`config.mk`:
```
export PLATFORM = sky130hd
export DESIGN_NAME = sha1_stream_hasher_unit
export DESIGN_NICKNAME = d
export VERILOG_FILES = /design/src/hw/rtl/sha1sh_pkg.sv /design/src/hw/rtl/sha1_stream_hasher_unit.sv /design/src/hw/rtl/sha1sh_msg_sched.sv /design/src/hw/rtl/sha1sh_round_core.sv
export SDC_FILE = /design/constraint.sdc
export NUM_CORES = 2
export LEC_CHECK = 0
export CAP_MARGIN = 25
export CORE_ASPECT_RATIO = 0.9
export CORE_MARGIN = 3
export CORE_UTILIZATION = 59
export DETAILED_ROUTE_END_ITERATION = 8
export DONT_BUFFER_PORTS = 1
export PLACE_DENSITY = 0.78
export SKIP_LAST_GASP = 1
export SYNTH_ARGS = -nofsm -noshare
export SYNTH_HDL_FRONTEND = slang
export SYNTH_SLANG_ARGS = --single-unit
```
`constraint.sdc`:
```
create_clock -name clk_i -period 25.5 [get_ports clk_i]
set_clock_uncertainty 0.2 [all_clocks]
set_input_delay 3.825 -clock clk_i [delete_from_list [all_inputs] [get_ports clk_i]]
set_output_delay 3.825 -clock clk_i [all_outputs]
set_load 0.01 [all_outputs]
```
`src/hw/rtl/sha1sh_pkg.sv`:
```
// sha1sh_pkg: shared types, constants and round functions for the sha-1 hasher
// used by sha1sh_msg_sched, sha1sh_round_core and sha1_stream_hasher_unit
`default_nettype none

package sha1sh_pkg;

  // sizes
  localparam int unsigned BlockBytes = 64;
  localparam int unsigned MsgW       = BlockBytes * 8;
  localparam int unsigned PosW       = 6;
  localparam int unsigned LenW       = 64;
  localparam int unsigned NumRounds  = 80;
  localparam int unsigned RoundW     = 7;
  localparam int unsigned NumWords   = 5;
  localparam int unsigned WordIdxW   = 3;

  typedef logic [31:0] word_t;
  // element 0 is word 0 (a / h0)
  typedef logic [NumWords-1:0][31:0] chain_t;

  // initial chaining value, h0 in the low slot
  localparam chain_t HInit = {32'hC3D2E1F0, 32'h10325476, 32'h98BADCFE,
                              32'hEFCDAB89, 32'h67452301};

  // padding constants
  localparam logic [7:0]      PadMark = 8'h80;
  localparam logic [PosW-1:0] LenPos  = PosW'(448 / 8);
  localparam logic [PosW-1:0] PosLast = PosW'(BlockBytes - 1);

  // round groups of twenty
  typedef enum logic [1:0] {
    GrpChoose,
    GrpParityA,
    GrpMajority,
    GrpParityB
  } grp_e;

  // control from the sequencer to the message schedule
  typedef struct packed {
    logic       shift_byte;
    logic       shift_word;
    logic [7:0] byte_val;
  } sched_ctrl_t;

  // control from the sequencer to the round core
  typedef struct packed {
    logic load;
    logic step;
  } round_ctrl_t;

  function automatic grp_e round_grp(input logic [RoundW-1:0] idx);
    grp_e g;
    if (idx < RoundW'(20)) begin
      g = GrpChoose;
    end else if (idx < RoundW'(40)) begin
      g = GrpParityA;
    end else if (idx < RoundW'(60)) begin
      g = GrpMajority;
    end else begin
      g = GrpParityB;
    end
    return g;
  endfunction

  function automatic word_t round_f(input grp_e g, input word_t b, input word_t c,
                                    input word_t d);
    word_t f;
    case (g)
      GrpChoose:   f = (b & c) | (~b & d);
      GrpMajority: f = (b & c) | (b & d) | (c & d);
      default:     f = b ^ c ^ d;
    endcase
    return f;
  endfunction

  function automatic word_t round_k(input grp_e g);
    word_t k;
    case (g)
      GrpChoose:   k = 32'h5A827999;
      GrpParityA:  k = 32'h6ED9EBA1;
      GrpMajority: k = 32'h8F1BBCDC;
      default:     k = 32'hCA62C1D6;
    endcase
    return k;
  endfunction

endpackage

`default_nettype wire

```
`src/hw/rtl/sha1_stream_hasher_unit.sv`:
```
// sha1_stream_hasher_unit: streaming sha-1 engine, sequencer and chaining state
// depends on sha1sh_pkg, sha1sh_msg_sched and sha1sh_round_core
`default_nettype none

// Takes message bytes one beat at a time and returns the 20-byte SHA-1 digest as
// five 32-bit beats (word 0 first, last_word_o on word 4) after the beat marked
// last; a last beat with byte_present_i low closes the message without a byte,
// so a lone such beat hashes the empty message. Ordinary bytes are taken back to
// back while in_ready_o is high. The beat that completes a 64-byte block starts
// a compression that runs the single shared round unit through all 80 rounds
// (StRound), then folds the result into the chaining value (StAdd); in_ready_o
// is low throughout. After the last beat the padding bytes are shifted in one
// per cycle (up to 64, or up to 72 when the length no longer fits) with one or
// two compressions, during which shifting pauses; then the five digest beats
// are offered, and the engine then restarts from the initial chaining value.
// Bytes of a new block are not taken until the previous compression is done.

module sha1_stream_hasher_unit import sha1sh_pkg::*; (
  input  wire                 clk_i,
  input  wire                 rst_ni,
  // byte input
  input  wire                 in_valid_i,
  output logic                in_ready_o,
  input  wire  [7:0]          data_byte_i,
  input  wire                 byte_present_i,
  input  wire                 last_i,
  // digest output
  output logic                out_valid_o,
  input  wire                 out_ready_i,
  output logic [31:0]         digest_word_o,
  output logic [WordIdxW-1:0] word_index_o,
  output logic                last_word_o
);

  typedef enum logic [2:0] {
    StIdle,
    StRound,
    StAdd,
    StPad,
    StOut
  } state_e;

  state_e                state_q, state_d;
  chain_t                chain_q, chain_d;
  logic [LenW-1:0]       len_q, len_d;
  logic [PosW-1:0]       pos_q, pos_d;
  logic [WordIdxW-1:0]   idx_q, idx_d;
  logic                  pad_pend_q, pad_pend_d;
  logic                  pad_first_q, pad_first_d;
  logic                  len_phase_q, len_phase_d;
  logic                  pad_done_q, pad_done_d;

  sched_ctrl_t           sched_ctrl;
  round_ctrl_t           round_ctrl;
  word_t                 w;
  chain_t                vars;
  logic                  round_last;
  logic [7:0]            len_byte, pad_byte;

  sha1sh_msg_sched u_sched (
    .clk_i  (clk_i),
    .ctrl_i (sched_ctrl),
    .w_o    (w)
  );

  sha1sh_round_core u_round (
    .clk_i   (clk_i),
    .rst_ni  (rst_ni),
    .ctrl_i  (round_ctrl),
    .chain_i (chain_q),
    .w_i     (w),
    .vars_o  (vars),
    .last_o  (round_last)
  );

  // padding byte: marker, zero fill, then big-endian bit length
  assign len_byte = 8'(len_q >> {3'(~pos_q[2:0]), 3'b000});
  always_comb begin
    if (pad_first_q) begin
      pad_byte = PadMark;
    end else if (len_phase_q || pos_q == LenPos) begin
      pad_byte = len_byte;
    end else begin
      pad_byte = 8'h00;
    end
  end

  // sequencer
  always_comb begin
    state_d     = state_q;
    chain_d     = chain_q;
    len_d       = len_q;
    pos_d       = pos_q;
    idx_d       = idx_q;
    pad_pend_d  = pad_pend_q;
    pad_first_d = pad_first_q;
    len_phase_d = len_phase_q;
    pad_done_d  = pad_done_q;
    sched_ctrl  = '0;
    round_ctrl  = '0;

    case (state_q)
      StIdle: begin
        if (in_valid_i) begin
          if (byte_present_i) begin
            sched_ctrl.shift_byte = 1'b1;
            sched_ctrl.byte_val   = data_byte_i;
            pos_d                 = pos_q + PosW'(1);
            len_d                 = len_q + LenW'(8);
          end
          if (last_i) begin
            pad_pend_d  = 1'b1;
            pad_first_d = 1'b1;
          end
          if (byte_present_i && pos_q == PosLast) begin
            round_ctrl.load = 1'b1;
            state_d         = StRound;
          end else if (last_i) begin
            state_d = StPad;
          end
        end
      end
      StRound: begin
        round_ctrl.step       = 1'b1;
        sched_ctrl.shift_word = 1'b1;
        if (round_last) begin
          state_d = StAdd;
        end
      end
      StAdd: begin
        for (int i = 0; i < NumWords; i++) begin
          chain_d[i] = chain_q[i] + vars[i];
        end
        if (!pad_pend_q) begin
          state_d = StIdle;
        end else if (pad_done_q) begin
          state_d = StOut;
        end else begin
          state_d = StPad;
        end
      end
      StPad: begin
        sched_ctrl.shift_byte = 1'b1;
        sched_ctrl.byte_val   = pad_byte;
        pos_d                 = pos_q + PosW'(1);
        pad_first_d           = 1'b0;
        if (!pad_first_q && pos_q == LenPos) begin
          len_phase_d = 1'b1;
        end
        if (pos_q == PosLast) begin
          pad_done_d      = len_phase_q;
          round_ctrl.load = 1'b1;
          state_d         = StRound;
        end
      end
      StOut: begin
        if (out_ready_i) begin
          if (idx_q == WordIdxW'(NumWords - 1)) begin
            idx_d       = '0;
            chain_d     = HInit;
            len_d       = '0;
            pad_pend_d  = 1'b0;
            len_phase_d = 1'b0;
            pad_done_d  = 1'b0;
            state_d     = StIdle;
          end else begin
            idx_d = idx_q + WordIdxW'(1);
          end
        end
      end
      default: begin
        state_d = StIdle;
      end
    endcase
  end

  // state and chaining registers
  always_ff @(posedge clk_i or negedge rst_ni) begin
    if (!rst_ni) begin
      state_q     <= StIdle;
      chain_q     <= HInit;
      len_q       <= '0;
      pos_q       <= '0;
      idx_q       <= '0;
      pad_pend_q  <= 1'b0;
      pad_first_q <= 1'b0;
      len_phase_q <= 1'b0;
      pad_done_q  <= 1'b0;
    end else begin
      state_q     <= state_d;
      chain_q     <= chain_d;
      len_q       <= len_d;
      pos_q       <= pos_d;
      idx_q       <= idx_d;
      pad_pend_q  <= pad_pend_d;
      pad_first_q <= pad_first_d;
      len_phase_q <= len_phase_d;
      pad_done_q  <= pad_done_d;
    end
  end

  // handshake and digest beat
  assign in_ready_o    = (state_q == StIdle);
  assign out_valid_o   = (state_q == StOut);
  assign digest_word_o = chain_q[idx_q];
  assign word_index_o  = idx_q;
  assign last_word_o   = (idx_q == WordIdxW'(NumWords - 1));

endmodule

`default_nettype wire

```
`src/hw/rtl/sha1sh_msg_sched.sv`:
```
// sha1sh_msg_sched: 512-bit block shift line, filled a byte at a time and
// stepped a word per round to expand the message schedule; uses sha1sh_pkg
`default_nettype none

module sha1sh_msg_sched import sha1sh_pkg::*; (
  input  wire         clk_i,
  input  sched_ctrl_t ctrl_i,
  output word_t       w_o
);

  logic [MsgW-1:0] msg_q, msg_d;
  word_t           w0, w2, w8, w13, w_mix, w_new;

  // fixed taps of the sixteen-word window, w0 at the top
  assign w0  = msg_q[MsgW-1      -: 32];
  assign w2  = msg_q[MsgW-1-64   -: 32];
  assign w8  = msg_q[MsgW-1-256  -: 32];
  assign w13 = msg_q[MsgW-1-416  -: 32];

  // schedule expansion word
  assign w_mix = w13 ^ w8 ^ w2 ^ w0;
  assign w_new = {w_mix[30:0], w_mix[31]};

  always_comb begin
    msg_d = msg_q;
    if (ctrl_i.shift_byte) begin
      msg_d = {msg_q[MsgW-9:0], ctrl_i.byte_val};
    end else if (ctrl_i.shift_word) begin
      msg_d = {msg_q[MsgW-33:0], w_new};
    end
  end

  // block data needs no reset
  always_ff @(posedge clk_i) begin
    msg_q <= msg_d;
  end

  assign w_o = w0;

endmodule

`default_nettype wire

```
`src/hw/rtl/sha1sh_round_core.sv`:
```
// sha1sh_round_core: a..e working registers and one shared sha-1 round,
// applied once per cycle while ctrl_i.step is set, under a round counter; uses sha1sh_pkg
`default_nettype none

module sha1sh_round_core import sha1sh_pkg::*; (
  input  wire         clk_i,
  input  wire         rst_ni,
  input  round_ctrl_t ctrl_i,
  input  chain_t      chain_i,
  input  word_t       w_i,
  output chain_t      vars_o,
  output logic        last_o
);

  chain_t              v_q, v_d;
  logic [RoundW-1:0]   cnt_q, cnt_d;
  grp_e                grp;
  word_t               a, b, c, d, e, t;

  assign a = v_q[0];
  assign b = v_q[1];
  assign c = v_q[2];
  assign d = v_q[3];
  assign e = v_q[4];

  // one round
  always_comb begin
    grp = round_grp(cnt_q);
    t   = {a[26:0], a[31:27]} + round_f(grp, b, c, d) + e + round_k(grp) + w_i;
  end

  always_comb begin
    v_d   = v_q;
    cnt_d = cnt_q;
    if (ctrl_i.load) begin
      v_d   = chain_i;
      cnt_d = '0;
    end else if (ctrl_i.step) begin
      v_d[0] = t;
      v_d[1] = a;
      v_d[2] = {b[1:0], b[31:2]};
      v_d[3] = c;
      v_d[4] = d;
      cnt_d  = cnt_q + RoundW'(1);
    end
  end

  // round counter
  always_ff @(posedge clk_i or negedge rst_ni) begin
    if (!rst_ni) begin
      cnt_q <= '0;
    end else begin
      cnt_q <= cnt_d;
    end
  end

  // working variables
  always_ff @(posedge clk_i) begin
    v_q <= v_d;
  end

  assign vars_o = v_q;
  assign last_o = (cnt_q == RoundW'(NumRounds - 1));

endmodule

`default_nettype wire
```
# Word-level counts from Yosys, hierarchy flattened
# Cells that the tools add are included.
[word_totals]
regBits = 919
word_cells = 150
output_inout_bits = 38
in_bits = 14
[classes]
n_mux = 58
n_reduce_logical = 21
add_sub_neg = 13
n_shift = 1
n_bitwise = 14
eq_ne = 19
order_cmp = 4
[ops]
columns = ["cell", "n"]
rows = [
  ["512-bit 2-to-1 mux", 2],
  ["160-bit 2-to-1 mux", 4],
  ["160-bit case mux with 2 select lines", 1],
  ["32-bit adder", 9],
  ["64-bit 2-to-1 mux", 4],
  ["32-bit XOR", 5],
  ["32-bit AND", 4],
  ["64-bit case mux with 2 select lines", 1],
  ["32-bit binary-select mux with 3-bit select", 1],
  ["32-bit OR", 3],
  ["32-bit case mux with 3 select lines", 1],
  ["64-bit by 4-bit adder with 64-bit output (second input constant)", 1],
  ["32-bit case mux with 2 select lines", 1],
  ["64-bit by 6-bit right shift with 8-bit output", 1],
  ["32-bit 2-to-1 mux", 1],
  ["8-bit 2-to-1 mux", 4],
  ["32-bit NOT", 1],
  ["3-bit 2-to-1 mux", 10],
  ["8-bit case mux with 2 select lines", 1],
  ["3-bit case mux with 5 select lines", 1],
  ["7-bit by 6-bit < comparator with 1-bit output (second input constant)", 2],
  ["7-bit 2-to-1 mux", 2],
  ["1-bit 2-to-1 mux", 13],
  ["6-bit equality test (second input constant)", 2],
  ["other kinds (30)", 55],
]

# Logic depth before layout (Yosys ltp)
[depth]
ltp_word = 12
ltp_mapped = 32
ltp_nobuf = 28

# Cells and area by module
# From an unflattened synthesis, not the netlist that was laid out.
[hier_totals]
cells_unflattened = 4728
area_unflattened_um2 = 55184.2
[by_module_without_submodules]
columns = ["module", "instances", "cells_per_inst", "area_per_inst_um2"]
rows = [
  ["sha1sh_msg_sched", 1, 1246, 23251.0],
  ["sha1_stream_hasher_unit", 1, 2235, 19197.2],
  ["sha1sh_round_core", 1, 1247, 12736.0],
]

# Least setup slack after synthesis
# OpenSTA, ideal clock, no wires.
[synth_path]
kind = "input to register"
start = "input byte_present_i"
end = "register u_sched.msg_q[0] (enable)"
n_path_buf = 0
cell_stages = 2
setup_ns = 1.559
t_required_ns = 23.741
setup_slack_ns = -4.711
arrival_time_ns = 28.452
cell_sequence = "nand3_1 -> a21oi_1"
[synth_via]
elab_chain_len = 4
[synth_lines]
columns = ["element", "line", "source"]
rows = [
  ["start: declaration", "sha1_stream_hasher_unit.sv:25", "input wire byte_present_i,"],
  ["1-bit 2-to-1 mux", "sha1_stream_hasher_unit.sv:105", "if (byte_present_i) begin"],
  ["1-bit 2-to-1 mux", "sha1_stream_hasher_unit.sv:104", "if (in_valid_i) begin"],
  ["1-bit case mux with 2 select lines", "sha1_stream_hasher_unit.sv:102", "case (state_q)"],
  ["2-bit nonzero test (no line)", "n/a", ""],
  ["end signal: assignment", "sha1sh_msg_sched.sv:35", "msg_q <= msg_d;"],
  ["end: declaration", "sha1sh_msg_sched.sv:11", "logic [MsgW-1:0] msg_q, msg_d;"],
]
# No other way between the ends.
# A chain may end at the register's enable or synchronous reset.

==> impl_metrics.prom <==
# TYPE chip_impl_metric gauge
chip_impl_metric{name="cts.repair_timing.setup_buffer_count",unit=""} 0
chip_impl_metric{name="grt.overflow.total",unit=""} 0
chip_impl_metric{name="syn_inst",unit=""} 4589
chip_impl_metric{name="critPathBufInv",unit=""} 7
chip_impl_metric{name="arrival",unit="ns"} 8.99
chip_impl_metric{name="nFillCells",unit=""} 6529
chip_impl_metric{name="clock_sink_total",unit=""} 916
chip_impl_metric{name="drv_cap",unit=""} 0
chip_impl_metric{name="yosys.cell_types.count",unit=""} 83
chip_impl_metric{name="antenna_viol_nets_final",unit=""} 0
chip_impl_metric{name="vias",unit=""} 36410
chip_impl_metric{name="synth.cell_area",unit="sq um"} 53020
chip_impl_info{name="final_common_cell",value="edfxtp_1"} 1
chip_impl_metric{name="fin_nets",unit=""} 4877
chip_impl_metric{name="post_layout_nonfiller_instances",unit=""} 5773
chip_impl_metric{name="htree_num_levels",unit=""} 3
chip_impl_metric{name="start_util",unit="%"} 59.98
chip_impl_metric{name="avgRoutedWirePerCell",unit="microns"} 23.14
chip_impl_metric{name="timing.critical_path.required",unit="ns"} 25.74
chip_impl_metric{name="syn_area_per_cell",unit="sq um"} 11.55
chip_impl_metric{name="mappedNetlistNets",unit=""} 4931
chip_impl_metric{name="place.gp.congestion",unit=""} 0.9568
chip_impl_metric{name="via_count_of_the_first_global_routing_pass",unit=""} 35240
chip_impl_metric{name="finalSetupViolations",unit=""} 0
chip_impl_metric{name="relSlewSlack",unit="%"} 23.20
chip_impl_info{name="clock_tree_from_tritoncts",value="yes"} 1
chip_impl_info{name="clock_tree.root_cell",value="clkbuf_16"} 1
chip_impl_metric{name="die_area",unit="sq um"} 93510
chip_impl_metric{name="drt-vias-per-instance",unit=""} 6.307
chip_impl_info{name="slowest_stage_cell_cp",value="inv_1"} 1
chip_impl_metric{name="path_max_fanout",unit=""} 49
chip_impl_info{name="layout.cells.most_common_list",value="edfxtp_1 (672), mux2_2 (486), nand2_1 (403)"} 1
chip_impl_info{name="r2r_start",value="u_round.cnt_q[5]"} 1
chip_impl_info{name="critical_path_class",value="reg -> reg"} 1
chip_impl_metric{name="finalHoldWorstSlack",unit="ns"} 0.2645
chip_impl_metric{name="ys_ff_latch",unit=""} 916
chip_impl_info{name="cp_top_family",value="compound AO/OA/AOI/OAI gates"} 1
chip_impl_metric{name="synth_seq_area_share",unit="%"} 49.76
chip_impl_metric{name="die_width",unit="microns"} 322
chip_impl_info{name="r2r_end",value="u_round.a[30]"} 1
chip_impl_metric{name="skew_pair_late_insertion_delay",unit="ns"} 0.69
chip_impl_metric{name="final_util",unit="%"} 64.88
chip_impl_metric{name="r2r.worst_path.cells",unit=""} 28
chip_impl_metric{name="drt_pass1_iterations",unit=""} 9
chip_impl_metric{name="cts_hold_buffers",unit=""} 0
chip_impl_metric{name="yosys_warnings",unit=""} 0
chip_impl_info{name="grt_setup_unrepaired",value="false"} 1
chip_impl_metric{name="finalCritPeriodShare",unit="%"} 34.32
chip_impl_info{name="path_common_cell",value="inv_1"} 1
chip_impl_metric{name="first_iter_violations",unit=""} 4236
chip_impl_info{name="cp-start-kind",value="flop"} 1
chip_impl_metric{name="layout-drive-gt1-share",unit="%"} 17.48
chip_impl_metric{name="report.final.hold_viol_count",unit=""} 0
chip_impl_metric{name="setup-tns-final",unit="ns"} 0
chip_impl_metric{name="cts_repair_resize_count",unit=""} 0
chip_impl_metric{name="grt_start_max_net_pins",unit=""} 245
chip_impl_metric{name="cpPeakStageDelay",unit="ns"} 0.76
chip_impl_metric{name="placeableCoreArea",unit="sq um"} 88410
chip_impl_info{name="synthFlopType",value="edfxtp_1"} 1
chip_impl_metric{name="grt_antenna_before_repair",unit=""} 2
chip_impl_metric{name="placedCellCount",unit=""} 5590
chip_impl_metric{name="post-dp-hpwl",unit="microns"} 91920
chip_impl_metric{name="whs_path_depth",unit=""} 1
chip_impl_metric{name="grt_pass1_wl",unit="microns"} 206000
chip_impl_metric{name="clkSlewWorstSetupHoldPaths",unit="ns"} 0.06
chip_impl_metric{name="num_rows",unit=""} 103
chip_impl_metric{name="synth_edf_count",unit=""} 672
chip_impl_metric{name="timing_max_transition_violations_final",unit=""} 0
chip_impl_metric{name="overall_routed_net_length",unit="microns"} 133600
chip_impl_info{name="worstSetupStartpoint",value="u_round.cnt_q[5]"} 1
chip_impl_info{name="min_delay_worst_endpoint",value="pos_q[5]"} 1
chip_impl_metric{name="tightestPinTransition",unit="ns"} 1.152
chip_impl_info{name="hold_path_startpoint",value="pos_q[5]"} 1
chip_impl_info{name="run_status",value="finished, final reports clean"} 1
chip_impl_metric{name="placement.io_buffers",unit=""} 0
chip_impl_metric{name="r2r_slack",unit="ns"} 16.75
chip_impl_metric{name="floorplan.io_pins",unit=""} 52
chip_impl_metric{name="grt.total_usage",unit="%"} 28.28
chip_impl_metric{name="layout-area-overhead-vs-synth",unit="%"} 8.183
chip_impl_metric{name="post-route-min-period",unit="ns"} 8.750
chip_impl_metric{name="multi_input_comb_area",unit="sq um"} 24790
chip_impl_info{name="critPathCaptureType",value="flop"} 1
chip_impl_metric{name="cts.path.max_buffers",unit=""} 3
chip_impl_metric{name="die_h",unit="microns"} 290.4
chip_impl_metric{name="fmaxAchievable",unit="MHz"} 114.3
chip_impl_metric{name="asyncSetResetFlopFracSynth",unit="%"} 26.64
chip_impl_metric{name="remaining_drc_errors",unit=""} 0
chip_impl_metric{name="cts_made_buffers",unit=""} 95
chip_impl_metric{name="sequential_cell_area",unit="sq um"} 26390
chip_impl_info{name="worst_hold_path_type",value="reg -> reg"} 1
## worst max path at each step
stage	endpoint	slack (ns)	depth (start not counted)
after floorplan	u_sched.msg_q[0]	6.89	2
after global placement	u_round.a[30]	16.89	27
after detailed placement	u_round.a[30]	16.69	27
after CTS	u_round.a[30]	16.67	27
after global routing	u_round.a[30]	16.36	28
final	u_round.a[30]	16.75	28
## cell usage after synthesis (all sizes together) (22+ instances only)
master / n / share of area, %
clkbuf: 173 / 1.2
dfstp: 80 / 4.0
a21oi: 281 / 2.7
nand3: 57 / 0.55
o21ai: 331 / 3.1
nand2b: 28 / 0.33
nand4: 22 / 0.26
xor2: 121 / 2.0
dfrtp: 164 / 7.7
o22ai: 55 / 0.65
nand2: 405 / 2.9
xnor2: 187 / 3.1
ha: 203 / 4.8
nor3: 27 / 0.25
o21bai: 25 / 0.35
or3: 28 / 0.33
inv: 322 / 2.3
fa: 125 / 4.7
and3: 25 / 0.29
a21o: 100 / 1.4
mux2i: 103 / 1.9
edfxtp: 672 / 38
nor2: 266 / 1.9
mux2: 486 / 10
## through the flow
step	cell area, sq um	worst slack [ns]
CTS	57300	16.67
detailed placement	54140	16.69
global route	57360	16.36
global placement	54140	16.89
finish	57360	16.75
floorplan	53030	6.890
## area by class of cell
| cell class | count | area share (%) |
|---|---|---|
| flip-flops and latches | 916 | 46.01 |
| inverters | 323 | 2.114 |
| well taps | 1155 | 2.519 |
| diodes | 1 | 0.004362 |
| multi-input cells | 3161 | 43.22 |
| clock buffers | 129 | 4.471 |
| clock inverters | 50 | 1.027 |
| repair buffers | 38 | 0.6369 |
## logic make-up after synthesis
kind of cell	Yosys count	synth area share (%)
AND/OR/NAND/NOR	920	7.629
adder cells (fa/ha/maj)	329	9.529
multiplexers	602	12.82
buffers and inverters	512	3.629
flip-flops	916	49.76
XOR/XNOR	308	5.088
AO/OA/AOI/OAI	1002	11.55
## sequential cells by signal, indices dropped and copies added (netlist names)
| name | flops |
|---|---|
| chain_q | 160 |
| len_phase_q | 1 |
| len_q | 61 |
| pad_done_q | 1 |
| pad_first_q | 1 |
| pad_pend_q | 1 |
| pos_q | 6 |
| state_q | 3 |
| u_round.a | 32 |
| u_round.b | 32 |
| u_round.c | 32 |
| u_round.cnt_q | 7 |
| u_round.d | 32 |
| u_round.e | 32 |
| u_sched.msg_q | 512 |
| word_index_o | 3 |
## per-layer routing
metal	GRT usage, %	routed length, microns	vias up
met5	0	0	-
li1	-	-	16420
met2	41.47	57770	1691
met3	6.552	13460	249
met1	41.84	58070	18050
met4	9.055	4298	0
Power is left out: the tool's default activity adds up to more than one toggle a clock period on the data nets, which glitch-free logic cannot reach.
